**src/design/psc_pkg.sv**
```systemverilog
// ----------------------------------------------------------------------------
// psc_pkg
// Shared widths, constants, types and the arctangent table for the lidar
// polar-to-Cartesian point converter.
// ----------------------------------------------------------------------------
package psc_pkg;

  localparam int CORDIC_STEPS = 24;
  localparam int RANGE_BITS   = 24;

  localparam int ANGLE_W      = 32;
  localparam int CFG_DATA_W   = 32;
  localparam int FRAC_BITS    = 16;
  localparam int INV_GAIN_W   = 30;
  localparam logic [INV_GAIN_W-1:0] INV_GAIN_Q30 = INV_GAIN_W'(652032874);
  localparam int GAIN_SHIFT   = INV_GAIN_W - FRAC_BITS;

  // product width of the range prescale
  localparam int PROD_W  = RANGE_BITS + INV_GAIN_W;
  // rotation datapath width, with headroom for the CORDIC growth
  localparam int DATA_W  = RANGE_BITS + FRAC_BITS + 3;
  // residual angle width, folded angle plus the sum of the rotation angles
  localparam int ZW      = ANGLE_W + 2;
  localparam int STEP_W  = $clog2(CORDIC_STEPS);
  localparam int ATAN_IDX_W = 5;
  localparam int COORD_W = RANGE_BITS + 1;
  // rounded coordinate, one bit extra so that negation cannot overflow
  localparam int CW      = DATA_W - FRAC_BITS + 1;

  localparam logic signed [CW-1:0] COORD_MAX = CW'((64'd1 << RANGE_BITS) - 64'd1);
  localparam logic signed [CW-1:0] COORD_MIN = ~COORD_MAX;

  typedef enum logic [1:0] {
    REG_START_ANGLE,
    REG_ANGLE_STEP,
    REG_MIN_RANGE,
    REG_MAX_RANGE
  } cfg_reg_t;

  typedef enum logic [1:0] {
    ST_IDLE,
    ST_SCALE,
    ST_ROTATE,
    ST_OUTPUT
  } psc_state_t;

  // atan(2^-i) in units of 2^-32 turn, rounded to nearest
  function automatic logic [ANGLE_W-1:0] atan_turns(input logic [ATAN_IDX_W-1:0] idx);
    logic [ANGLE_W-1:0] val;
    case (idx)
      5'd0:  val = 32'd536870912;
      5'd1:  val = 32'd316933406;
      5'd2:  val = 32'd167458907;
      5'd3:  val = 32'd85004756;
      5'd4:  val = 32'd42667331;
      5'd5:  val = 32'd21354465;
      5'd6:  val = 32'd10679838;
      5'd7:  val = 32'd5340245;
      5'd8:  val = 32'd2670163;
      5'd9:  val = 32'd1335087;
      5'd10: val = 32'd667544;
      5'd11: val = 32'd333772;
      5'd12: val = 32'd166886;
      5'd13: val = 32'd83443;
      5'd14: val = 32'd41722;
      5'd15: val = 32'd20861;
      5'd16: val = 32'd10430;
      5'd17: val = 32'd5215;
      5'd18: val = 32'd2608;
      5'd19: val = 32'd1304;
      5'd20: val = 32'd652;
      5'd21: val = 32'd326;
      5'd22: val = 32'd163;
      5'd23: val = 32'd81;
      5'd24: val = 32'd41;
      5'd25: val = 32'd20;
      5'd26: val = 32'd10;
      5'd27: val = 32'd5;
      5'd28: val = 32'd3;
      5'd29: val = 32'd1;
      5'd30: val = 32'd1;
      default: val = 32'd0;
    endcase
    return val;
  endfunction

endpackage

```
**src/design/psc_channels.sv**
```systemverilog
// ----------------------------------------------------------------------------
// psc_channels
// Valid/ready channels for range samples in and Cartesian points out.
// ----------------------------------------------------------------------------
interface psc_sample_if;
  import psc_pkg::*;

  logic                  valid;
  logic                  ready;
  logic [RANGE_BITS-1:0] range_value;
  logic                  not_finite;
  logic                  scan_end;

  modport source (output valid, range_value, not_finite, scan_end, input ready);
  modport sink   (input valid, range_value, not_finite, scan_end, output ready);
endinterface

interface psc_point_if;
  import psc_pkg::*;

  logic                      valid;
  logic                      ready;
  logic signed [COORD_W-1:0] point_x;
  logic signed [COORD_W-1:0] point_y;
  logic                      point_valid;
  logic                      scan_end_out;

  modport source (output valid, point_x, point_y, point_valid, scan_end_out, input ready);
  modport sink   (input valid, point_x, point_y, point_valid, scan_end_out, output ready);
endinterface

```
**src/design/psc_cordic.sv**
```systemverilog
// ----------------------------------------------------------------------------
// psc_cordic
// Iterative CORDIC rotator: one micro-rotation per cycle through a shared
// shift/add unit.
// ----------------------------------------------------------------------------
module psc_cordic (
  input  logic                             clk,
  input  logic                             rst,
  input  logic                             start,
  input  logic signed [psc_pkg::DATA_W-1:0] x0,
  input  logic signed [psc_pkg::ZW-1:0]     z0,
  output logic                             done,
  output logic signed [psc_pkg::DATA_W-1:0] x_out,
  output logic signed [psc_pkg::DATA_W-1:0] y_out
);
  import psc_pkg::*;

  localparam logic [STEP_W-1:0] LAST_STEP = STEP_W'(CORDIC_STEPS - 1);

  logic signed [DATA_W-1:0] x;
  logic signed [DATA_W-1:0] y;
  logic signed [ZW-1:0]     z;
  logic [STEP_W-1:0]        step;
  logic                     busy;

  logic signed [DATA_W-1:0] dx;
  logic signed [DATA_W-1:0] dy;
  logic signed [ZW-1:0]     da;

  assign dx = y >>> step;
  assign dy = x >>> step;
  assign da = signed'(ZW'(atan_turns(ATAN_IDX_W'(step))));

  always_ff @(posedge clk) begin
    if (rst) begin
      busy <= 1'b0;
      done <= 1'b0;
      step <= '0;
    end else begin
      done <= 1'b0;
      if (start) begin
        busy <= 1'b1;
        step <= '0;
      end else if (busy) begin
        if (step == LAST_STEP) begin
          busy <= 1'b0;
          done <= 1'b1;
        end else begin
          step <= step + 1'b1;
        end
      end
    end
  end

  always_ff @(posedge clk) begin
    if (start) begin
      x <= x0;
      y <= '0;
      z <= z0;
    end else if (busy) begin
      if (!z[ZW-1]) begin
        x <= x - dx;
        y <= y + dy;
        z <= z - da;
      end else begin
        x <= x + dx;
        y <= y - dy;
        z <= z + da;
      end
    end
  end

  assign x_out = x;
  assign y_out = y;

endmodule

```
**src/design/polar_scan_to_cartesian_points.sv**
```systemverilog
// ----------------------------------------------------------------------------
// polar_scan_to_cartesian_points
// A valid sample is accepted, prescaled, rotated by the CORDIC until done and
// loaded into the output register; an invalid sample goes straight to output load.
// One sample at a time, set by the iterative CORDIC rotator: no new sample is
// accepted until the last one is loaded into the output register, which can stall.
// Reset (rst, synchronous): registers to defaults, angle offset cleared.
// ----------------------------------------------------------------------------
module polar_scan_to_cartesian_points (
  input  logic                             clk,
  input  logic                             rst,
  psc_sample_if.sink                       samples,
  psc_point_if.source                      points,
  input  logic                             wr_en,
  input  psc_pkg::cfg_reg_t                wr_index,
  input  logic [psc_pkg::CFG_DATA_W-1:0]   wr_data
);
  import psc_pkg::*;

  localparam logic [PROD_W-1:0]      ROUND_GAIN = PROD_W'(1) << (GAIN_SHIFT - 1);
  localparam logic signed [DATA_W-1:0] ROUND_HALF = DATA_W'(1) << (FRAC_BITS - 1);

  logic [ANGLE_W-1:0]    start_angle;
  logic [ANGLE_W-1:0]    angle_step;
  logic [RANGE_BITS-1:0] min_range;
  logic [RANGE_BITS-1:0] max_range;
  logic [ANGLE_W-1:0]    angle_offset;

  psc_state_t state;
  psc_state_t state_next;

  logic                  accept;
  logic                  cordic_start;
  logic                  load;
  logic                  sample_ok;
  logic [ANGLE_W-1:0]    angle;
  logic                  fold;
  logic [ANGLE_W-1:0]    folded;

  logic [RANGE_BITS-1:0] range_reg;
  logic                  flip;
  logic                  valid_reg;
  logic                  end_reg;
  logic signed [ZW-1:0]  z0;

  logic [PROD_W-1:0]        prod;
  logic signed [DATA_W-1:0] x0;
  logic                     cordic_done;
  logic signed [DATA_W-1:0] cx;
  logic signed [DATA_W-1:0] cy;

  logic                      out_full;
  logic signed [COORD_W-1:0] out_x;
  logic signed [COORD_W-1:0] out_y;
  logic                      out_pt_valid;
  logic                      out_end;

  function automatic logic signed [COORD_W-1:0] finish_coord(
    input logic signed [DATA_W-1:0] v,
    input logic                     neg
  );
    logic signed [DATA_W-1:0] rnd;
    logic signed [CW-1:0]     r;
    logic signed [CW-1:0]     s;
    rnd = v + ROUND_HALF;
    r   = {rnd[DATA_W-1], rnd[DATA_W-1:FRAC_BITS]};
    if (neg) begin
      r = -r;
    end
    if (r > COORD_MAX) begin
      s = COORD_MAX;
    end else if (r < COORD_MIN) begin
      s = COORD_MIN;
    end else begin
      s = r;
    end
    return s[COORD_W-1:0];
  endfunction

  // configuration
  always_ff @(posedge clk) begin
    if (rst) begin
      start_angle <= '0;
      angle_step  <= '0;
      min_range   <= '0;
      max_range   <= '1;
    end else if (wr_en) begin
      case (wr_index)
        REG_START_ANGLE: start_angle <= wr_data[ANGLE_W-1:0];
        REG_ANGLE_STEP:  angle_step  <= wr_data[ANGLE_W-1:0];
        REG_MIN_RANGE:   min_range   <= wr_data[RANGE_BITS-1:0];
        REG_MAX_RANGE:   max_range   <= wr_data[RANGE_BITS-1:0];
        default: ;
      endcase
    end
  end

  // angle of this sample, folded into [-1/4, 1/4) turn
  assign angle  = start_angle + angle_offset;
  assign fold   = angle[ANGLE_W-1] ^ angle[ANGLE_W-2];
  assign folded = {angle[ANGLE_W-1] ^ fold, angle[ANGLE_W-2:0]};

  assign sample_ok = !samples.not_finite && (samples.range_value > min_range)
                     && (samples.range_value < max_range);

  assign accept = samples.valid && samples.ready;

  always_ff @(posedge clk) begin
    if (rst) begin
      angle_offset <= '0;
    end else if (accept) begin
      angle_offset <= samples.scan_end ? '0 : angle_offset + angle_step;
    end
  end

  always_ff @(posedge clk) begin
    if (accept) begin
      range_reg <= samples.range_value;
      flip      <= fold;
      valid_reg <= sample_ok;
      end_reg   <= samples.scan_end;
      z0        <= {{(ZW - ANGLE_W){folded[ANGLE_W-1]}}, folded};
    end
  end

  // range times inverse gain, rounded to FRAC_BITS fraction bits
  assign prod = PROD_W'(range_reg) * PROD_W'(INV_GAIN_Q30) + ROUND_GAIN;
  assign x0   = DATA_W'(prod[PROD_W-1:GAIN_SHIFT]);

  psc_cordic u_cordic (
    .clk   (clk),
    .rst   (rst),
    .start (cordic_start),
    .x0    (x0),
    .z0    (z0),
    .done  (cordic_done),
    .x_out (cx),
    .y_out (cy)
  );

  // sequencer
  always_ff @(posedge clk) begin
    if (rst) begin
      state <= ST_IDLE;
    end else begin
      state <= state_next;
    end
  end

  always_comb begin
    state_next    = state;
    samples.ready = 1'b0;
    cordic_start  = 1'b0;
    load          = 1'b0;
    case (state)
      ST_IDLE: begin
        samples.ready = 1'b1;
        if (samples.valid) begin
          state_next = sample_ok ? ST_SCALE : ST_OUTPUT;
        end
      end
      ST_SCALE: begin
        cordic_start = 1'b1;
        state_next   = ST_ROTATE;
      end
      ST_ROTATE: begin
        if (cordic_done) begin
          state_next = ST_OUTPUT;
        end
      end
      ST_OUTPUT: begin
        if (!out_full || points.ready) begin
          load       = 1'b1;
          state_next = ST_IDLE;
        end
      end
      default: begin
        state_next = ST_IDLE;
      end
    endcase
  end

  // output register
  always_ff @(posedge clk) begin
    if (rst) begin
      out_full <= 1'b0;
    end else if (load) begin
      out_full <= 1'b1;
    end else if (points.ready) begin
      out_full <= 1'b0;
    end
  end

  always_ff @(posedge clk) begin
    if (load) begin
      out_x        <= valid_reg ? finish_coord(cx, flip) : '0;
      out_y        <= valid_reg ? finish_coord(cy, flip) : '0;
      out_pt_valid <= valid_reg;
      out_end      <= end_reg;
    end
  end

  assign points.valid        = out_full;
  assign points.point_x      = out_x;
  assign points.point_y      = out_y;
  assign points.point_valid  = out_pt_valid;
  assign points.scan_end_out = out_end;

endmodule
```
**src/flat_wrapper.sv**
```systemverilog
// flat-port wrapper written by rule: the top's interface ports become plain ports
module polar_scan_to_cartesian_points_flat import psc_pkg::*;
  (clk, rst, wr_en, wr_index, wr_data, samples_valid, samples_range_value, samples_not_finite, samples_scan_end, samples_ready, points_valid, points_point_x, points_point_y, points_point_valid, points_scan_end_out, points_ready);
  psc_sample_if samples_i ();
  psc_point_if points_i ();
  input  logic clk;
  input  logic rst;
  input  logic wr_en;
  input  psc_pkg::cfg_reg_t wr_index;
  input  logic [psc_pkg::CFG_DATA_W-1:0] wr_data;
  input wire logic [$bits(samples_i.valid)-1:0] samples_valid;
  input wire logic [$bits(samples_i.range_value)-1:0] samples_range_value;
  input wire logic [$bits(samples_i.not_finite)-1:0] samples_not_finite;
  input wire logic [$bits(samples_i.scan_end)-1:0] samples_scan_end;
  output wire logic [$bits(samples_i.ready)-1:0] samples_ready;
  output wire logic [$bits(points_i.valid)-1:0] points_valid;
  output wire logic [$bits(points_i.point_x)-1:0] points_point_x;
  output wire logic [$bits(points_i.point_y)-1:0] points_point_y;
  output wire logic [$bits(points_i.point_valid)-1:0] points_point_valid;
  output wire logic [$bits(points_i.scan_end_out)-1:0] points_scan_end_out;
  input wire logic [$bits(points_i.ready)-1:0] points_ready;
  assign samples_i.valid = samples_valid;
  assign samples_i.range_value = samples_range_value;
  assign samples_i.not_finite = samples_not_finite;
  assign samples_i.scan_end = samples_scan_end;
  assign samples_ready = samples_i.ready;
  assign points_valid = points_i.valid;
  assign points_point_x = points_i.point_x;
  assign points_point_y = points_i.point_y;
  assign points_point_valid = points_i.point_valid;
  assign points_scan_end_out = points_i.scan_end_out;
  assign points_i.ready = points_ready;
  polar_scan_to_cartesian_points u_core (.clk(clk), .rst(rst), .samples(samples_i), .points(points_i), .wr_en(wr_en), .wr_index(wr_index), .wr_data(wr_data));
endmodule
```
**config.mk**
```make
export PLATFORM = sky130hd
export DESIGN_NAME = polar_scan_to_cartesian_points_flat
export DESIGN_NICKNAME = d
export VERILOG_FILES = /design/src/design/psc_pkg.sv /design/src/design/psc_channels.sv /design/src/design/psc_cordic.sv /design/src/design/polar_scan_to_cartesian_points.sv /design/src/flat_wrapper.sv
export SDC_FILE = /design/constraint.sdc
export NUM_CORES = 2
export LEC_CHECK = 0
export CAP_MARGIN = 40
export CORE_ASPECT_RATIO = 0.6
export CORE_UTILIZATION = 25
export CTS_BUF_LIST = sky130_fd_sc_hd__clkbuf_8 sky130_fd_sc_hd__clkbuf_16
export DETAILED_ROUTE_END_ITERATION = 10
export DONT_BUFFER_PORTS = 1
export GPL_ROUTABILITY_DRIVEN = 0
export PLACE_DENSITY = 0.49
export SLEW_MARGIN = 15
export SYNTH_ARGS = -nofsm -noshare
export SYNTH_HDL_FRONTEND = slang
export SYNTH_HIERARCHICAL = 1
export SYNTH_SLANG_ARGS = --single-unit
```
**constraint.sdc**
```tcl
create_clock -name clk -period 21.5 [get_ports clk]
set_clock_uncertainty 0.1 [all_clocks]
set_input_delay 1.075 -clock clk [delete_from_list [all_inputs] [get_ports clk]]
set_output_delay 1.075 -clock clk [all_outputs]
set_load 0.05 [all_outputs]
```
== Word level (Yosys, flattened, before mapping) ==
Memories as Yosys holds them, arrays and structs flattened. A register that Yosys moved wholly into a read port is not among the register bits.
Cells that the tools add are included.
Storage, ports and cells
  input bits: 65
  word-level logic and storage cells: 117
  bits in writable memories: 0
  output and inout bits: 54
  register bits: 385
  latch bits: 0
  memory bits (read-only): 960
  memories kept: 1
Memory list
  (name not given): words 32, bits a word 30, rd ports 1, clocked after memory_dff 1, wr ports 0, line psc_pkg.sv:50  | case (idx)
Cells by class
  shifts and indexed selects: 2
  eq/ne operators: 10
  reductions and logical operators: 20
  div/mod/pow operators: 0
  multiplexer cells: 33
  magnitude comparators: 6
  multipliers: 1
  $add $sub $neg: 14
  bitwise logic cells: 5
Operators by type and width (count)
  $mux W28: 4
  $mux W34: 3
  $add A43 B17 Y43 const B: 2
  $add A43 B43 Y43: 2
  $mux W43: 2
  $sshr A43 B5 Y43: 2
  $sub A43 B43 Y43: 2
  $mux W40: 2
  $add A32 B32 Y32: 2
  $gt A28 B25 Y1 const B: 2
  $lt A28 B25 Y1 const B: 2
  $neg A27 Y28: 2
  $add A54 B14 Y54 const B: 1
  $mul A24 B29 Y53 const B: 1
  $mux W25: 2
  $mux W24: 2
  $add A34 B33 Y34: 1
  $sub A34 B33 Y34: 1
  $mux W32: 1
  $gt A24 B24 Y1: 1
  $lt A24 B24 Y1: 1
  $mux W1: 10
  $mux W5: 2
  $reduce_and A2 Y1: 5
  other kinds (18): 36

== Logic depth before layout (Yosys ltp) ==
  depth after elaboration: 8
  gate-level depth with buffers: 32
  depth with buffers taken out: 30

== Cells and area by module ==
The synthesis kept the hierarchy.
Modules (own cells, without submodules)
  polar_scan_to_cartesian_points: seq. area each 6276.0 µm², instances 1, cells each 3261, area each 29412.0 µm²
  psc_cordic: seq. area each 3913.8 µm², instances 1, cells each 2499, area each 21266.6 µm²

== Least setup slack after synthesis ==
No wires, ideal clock.
  path type: flip-flop to flip-flop
  from: reg u_core.range_reg[7]
  to: reg u_core.u_cordic.x[39] (netlist: u_core/u_cordic/x_out[39]) (data pin)
  required time: 21129 ps
  stages on the path, launching flop included: 29
  arrival time: 7634 ps
  setup time: 271 ps
  buffers on the path: 0
  slack: 13495 ps
  period minus slack after synthesis: 8005 ps
  cell sequence: edfxtp_1 -> fa_1 -> inv_1 -> fa_1 -> inv_1 -> fa_1 -> inv_1 -> fa_1 -> inv_1 -> fa_1 -> fa_1 -> inv_1 -> fa_1 -> inv_1 -> ha_1 -> a21oi_1 -> o21ai_1 -> a2111oi_0 -> o31a_1 -> xnor2_1 -> and4_1 -> and4b_1 -> and4_1 -> nand4_2 -> or4_1 -> nand3_1 -> xnor2_1 -> nand2_1 -> o211ai_1
On the way
  longest elaborated chain between the ends: 3
RTL lines
  from (decl): line polar_scan_to_cartesian_points.sv:40  | logic [RANGE_BITS-1:0] range_reg;
  from (signal assigned): line polar_scan_to_cartesian_points.sv:118  | range_reg <= samples.range_value;
  $mul A24 B29 Y53: line polar_scan_to_cartesian_points.sv:127  | assign prod = PROD_W'(range_reg) * PROD_W'(INV_GAIN_Q30) + ROUND_GAIN;
  $add A54 B14 Y54: line polar_scan_to_cartesian_points.sv:127
  net u_core.prod[53]: line polar_scan_to_cartesian_points.sv:46  | logic [PROD_W-1:0] prod;
  $mux W40: line psc_cordic.sv:56  | if (start) begin
  to (signal assigned): line psc_cordic.sv:62  | x <= x - dx;
  to (signal assigned): line psc_cordic.sv:66  | x <= x + dx;
  to (decl): line psc_cordic.sv:20  | logic signed [DATA_W-1:0] x;
The timed path passes the listed nets, and every way through them passes these cells.
A chain may end at the register's enable or synchronous reset.

== Worst setup path after layout ==
  from: reg u_core.range_reg[12]
  to: reg u_core.u_cordic.x[36] (netlist: u_core/u_cordic/x_out[36]) (data pin)
The elaborated chain is that of the path after synthesis.

==> impl_metrics.json <==
{
  "status": "finished, final reports clean",
  "synthToLayoutAreaGrowth_pct": 9.44,
  "crit_path_max_fanout": 10,
  "maxSlewViolCount": 0,
  "firstDrtPassIters": 6,
  "netlist_top_cells_area": "ha_1 12%, fa_1 12%, edfxtp_1 11%",
  "port_buffers": 0,
  "h-tree-depth": 2,
  "period_minus_slack_ps": 9350,
  "core-area_mm2": 0.201,
  "synth_edf_count": 188,
  "cts_resized": 0,
  "drive_above_1_share": 0.0779,
  "synth_area_leader_cell": "ha_1",
  "synth_top_area_frac": 0.121,
  "grt_max_degree": 127,
  "totalWireLength_um": 177000,
  "most-common-layout-cells": "591 x nand2_1, 590 x inv_1, 489 x ha_1",
  "post_cts_buffers": 0,
  "worstHoldStart": "samples_scan_end",
  "fmax_mhz": 107,
  "synth-async-reset-ratio": 0,
  "rr_endpoint": "u_core/u_cordic/x_out[36]$_DFFE_PP_",
  "synthesis.area_mm2": 0.0507,
  "cp-start-kind": "register",
  "crit_path_end_kind": "register",
  "yosysWarnings": 6,
  "cts_hold_buf": 0,
  "cp.arrival_ps": 9630,
  "worstMarginPinSlew_ps": 1020,
  "ys_ff_latch": 415,
  "ant_nets": 0,
  "crit_required_ps": 21780,
  "grt_pass1_wl_um": 266000,
  "critical_path_class": "reg2reg",
  "die-area_mm2": 0.205,
  "routed_via_density": 5.21,
  "hold_viol": 0,
  "rows": 127,
  "die_w_um": 583,
  "cts.clk_slew.worst_paths_ps": 70,
  "cts_inserted_buffers": 52,
  "insertion_delay_ps": 720,
  "nets": 6492,
  "yosysSeqAreaShare": 0.201,
  "whs_endpoint": "u_core/end_reg$_DFFE_PP_",
  "cap_viol_max_count": 0,
  "reg2reg_from": "u_core/range_reg[12]$_DFFE_PP_",
  "setup_viol": 0,
  "grt-ovfl-total": 0,
  "syn_avg_cell_area_um2": 8.80,
  "root_buffer": "clkbuf_16",
  "hpwlAfterDp_um": 141000,
  "rsz0062_at_grt": "false",
  "setup_tns_ps": 0,
  "vias": 43700,
  "fp.dieH_um": 351,
  "drc": 0,
  "relSlewSlack": 0.321,
  "first_global_vias": 41300,
  "period_share": 0.435,
  "layout_commonest_cell": "nand2_1",
  "netlist_instances": 5760,
  "synth_cell_types": 110,
  "drt_first_iter_violations": 5012,
  "synthFlopType": "dfxtp_1",
  "grt_antenna_before_repair": 7,
  "start_util": 0.253,
  "wl_per_cell_um": 21.1,
  "ff2ff_path_depth": 27,
  "gr-usage-all-layers": 0.170,
  "cts_tree": "built",
  "hold_class": "in2reg",
  "pin_count": 119,
  "design_area_mm2": 0.0555,
  "clk_path_buf_depth": 3,
  "whs_path_depth": 0,
  "cts.sink_count": 415,
  "reg2reg_slack_ps": 12150,
  "place_area_mm2": 0.0535
}
## per-layer routing
metal  global-route usage  wire length [µm]  up-vias
li1                     -                 -    20200
met1                0.263             88000    21400
met2                0.220             65100     1948
met3               0.0621             21800      141
met4               0.0218              1980        4
met5              0.00556               178        -
## worst max-delay path by stage
stage | startpoint | to | slack [ps] | cells past startpoint
after floorplan | u_core/range_reg[7]$_DFFE_PP_ | u_core/u_cordic/x_out[39]$_DFFE_PP_ | 13490 | 28
after global placement | u_core/range_reg[7]$_DFFE_PP_ | u_core/u_cordic/x_out[36]$_DFFE_PP_ | 12470 | 28
after detailed placement | u_core/range_reg[12]$_DFFE_PP_ | u_core/u_cordic/x_out[39]$_DFFE_PP_ | 12410 | 27
after CTS | u_core/range_reg[12]$_DFFE_PP_ | u_core/u_cordic/x_out[39]$_DFFE_PP_ | 12360 | 27
after global routing | u_core/range_reg[12]$_DFFE_PP_ | u_core/u_cordic/x_out[36]$_DFFE_PP_ | 11650 | 27
final | u_core/range_reg[12]$_DFFE_PP_ | u_core/u_cordic/x_out[36]$_DFFE_PP_ | 12150 | 27
## layout make-up
class / instances / area [µm²]
multi-input cells: 4515 / 37200
repair buffers: 69 / 624
clock buffers: 62 / 1500
flip-flops and latches: 415 / 10200
clock inverters: 34 / 345
fillers: 21400 / 145000
inverters: 590 / 2220
diodes: 1 / 2.50
well taps: 2709 / 3390
## cells by family (layout without fill, tap and decap cells)
group                    after synthesis  count (layout)  share of synthesized area
AO/OA/AOI/OAI                       1391            1391                      0.175
XOR/XNOR                             442             442                     0.0764
adder cells (fa/ha/maj)              784             784                      0.237
buffers and inverters                832             755                     0.0660
flip-flops                           415             415                      0.201
multiplexers                         308             308                     0.0945
other                                  1               4                  0.0000740
AND/OR/NAND/NOR                     1587            1587                      0.150
## Yosys cell counts (all sizes together), types with 58 or more instances
cell    number
a21o       139
a21oi      460
a31oi       66
and3        64
buf        103
clkbuf     139
dfxtp      227
edfxtp     188
fa         294
ha         490
inv        590
mux2i      125
mux4       129
nand2      591
nand3      116
nor2       359
nor3        93
o211ai      58
o21ai      270
xnor2      266
xor2       176
## critical path, stage by stage (launching register included)
cell and delay, ps:
edfxtp_1 570, ha_1 500, inv_1 130, fa_1 590, inv_1 70, fa_1 500
inv_1 50, fa_1 500, inv_1 70, fa_1 510, fa_1 550, inv_1 60
fa_1 530, inv_1 40, ha_1 460, nand2_1 180, nor3_2 320, and4_1 320
o21ai_0 300, a31oi_1 390, o211ai_1 180, a311oi_1 750, nand4_2 400, o41ai_1 540
o21ai_0 140, o31a_1 130, nand2_1 60, o21ai_0 80
## stage by stage
stage / hold slack [ps] / setup WS [ps] / std cells / util
finish: 344 / 12150 / 8395 / 0.277
global route: 295 / 11650 / 8394 / 0.277
CTS: 285 / 12360 / 8385 / 0.276
detailed placement: 318 / 12410 / 8289 / 0.267
global placement: 307 / 12470 / 8277 / 0.266
floorplan: 300 / 13490 / 5762 / -
Power is not shown: default switching activity piles up to over one toggle a cycle in this logic, so the estimate is an artifact.
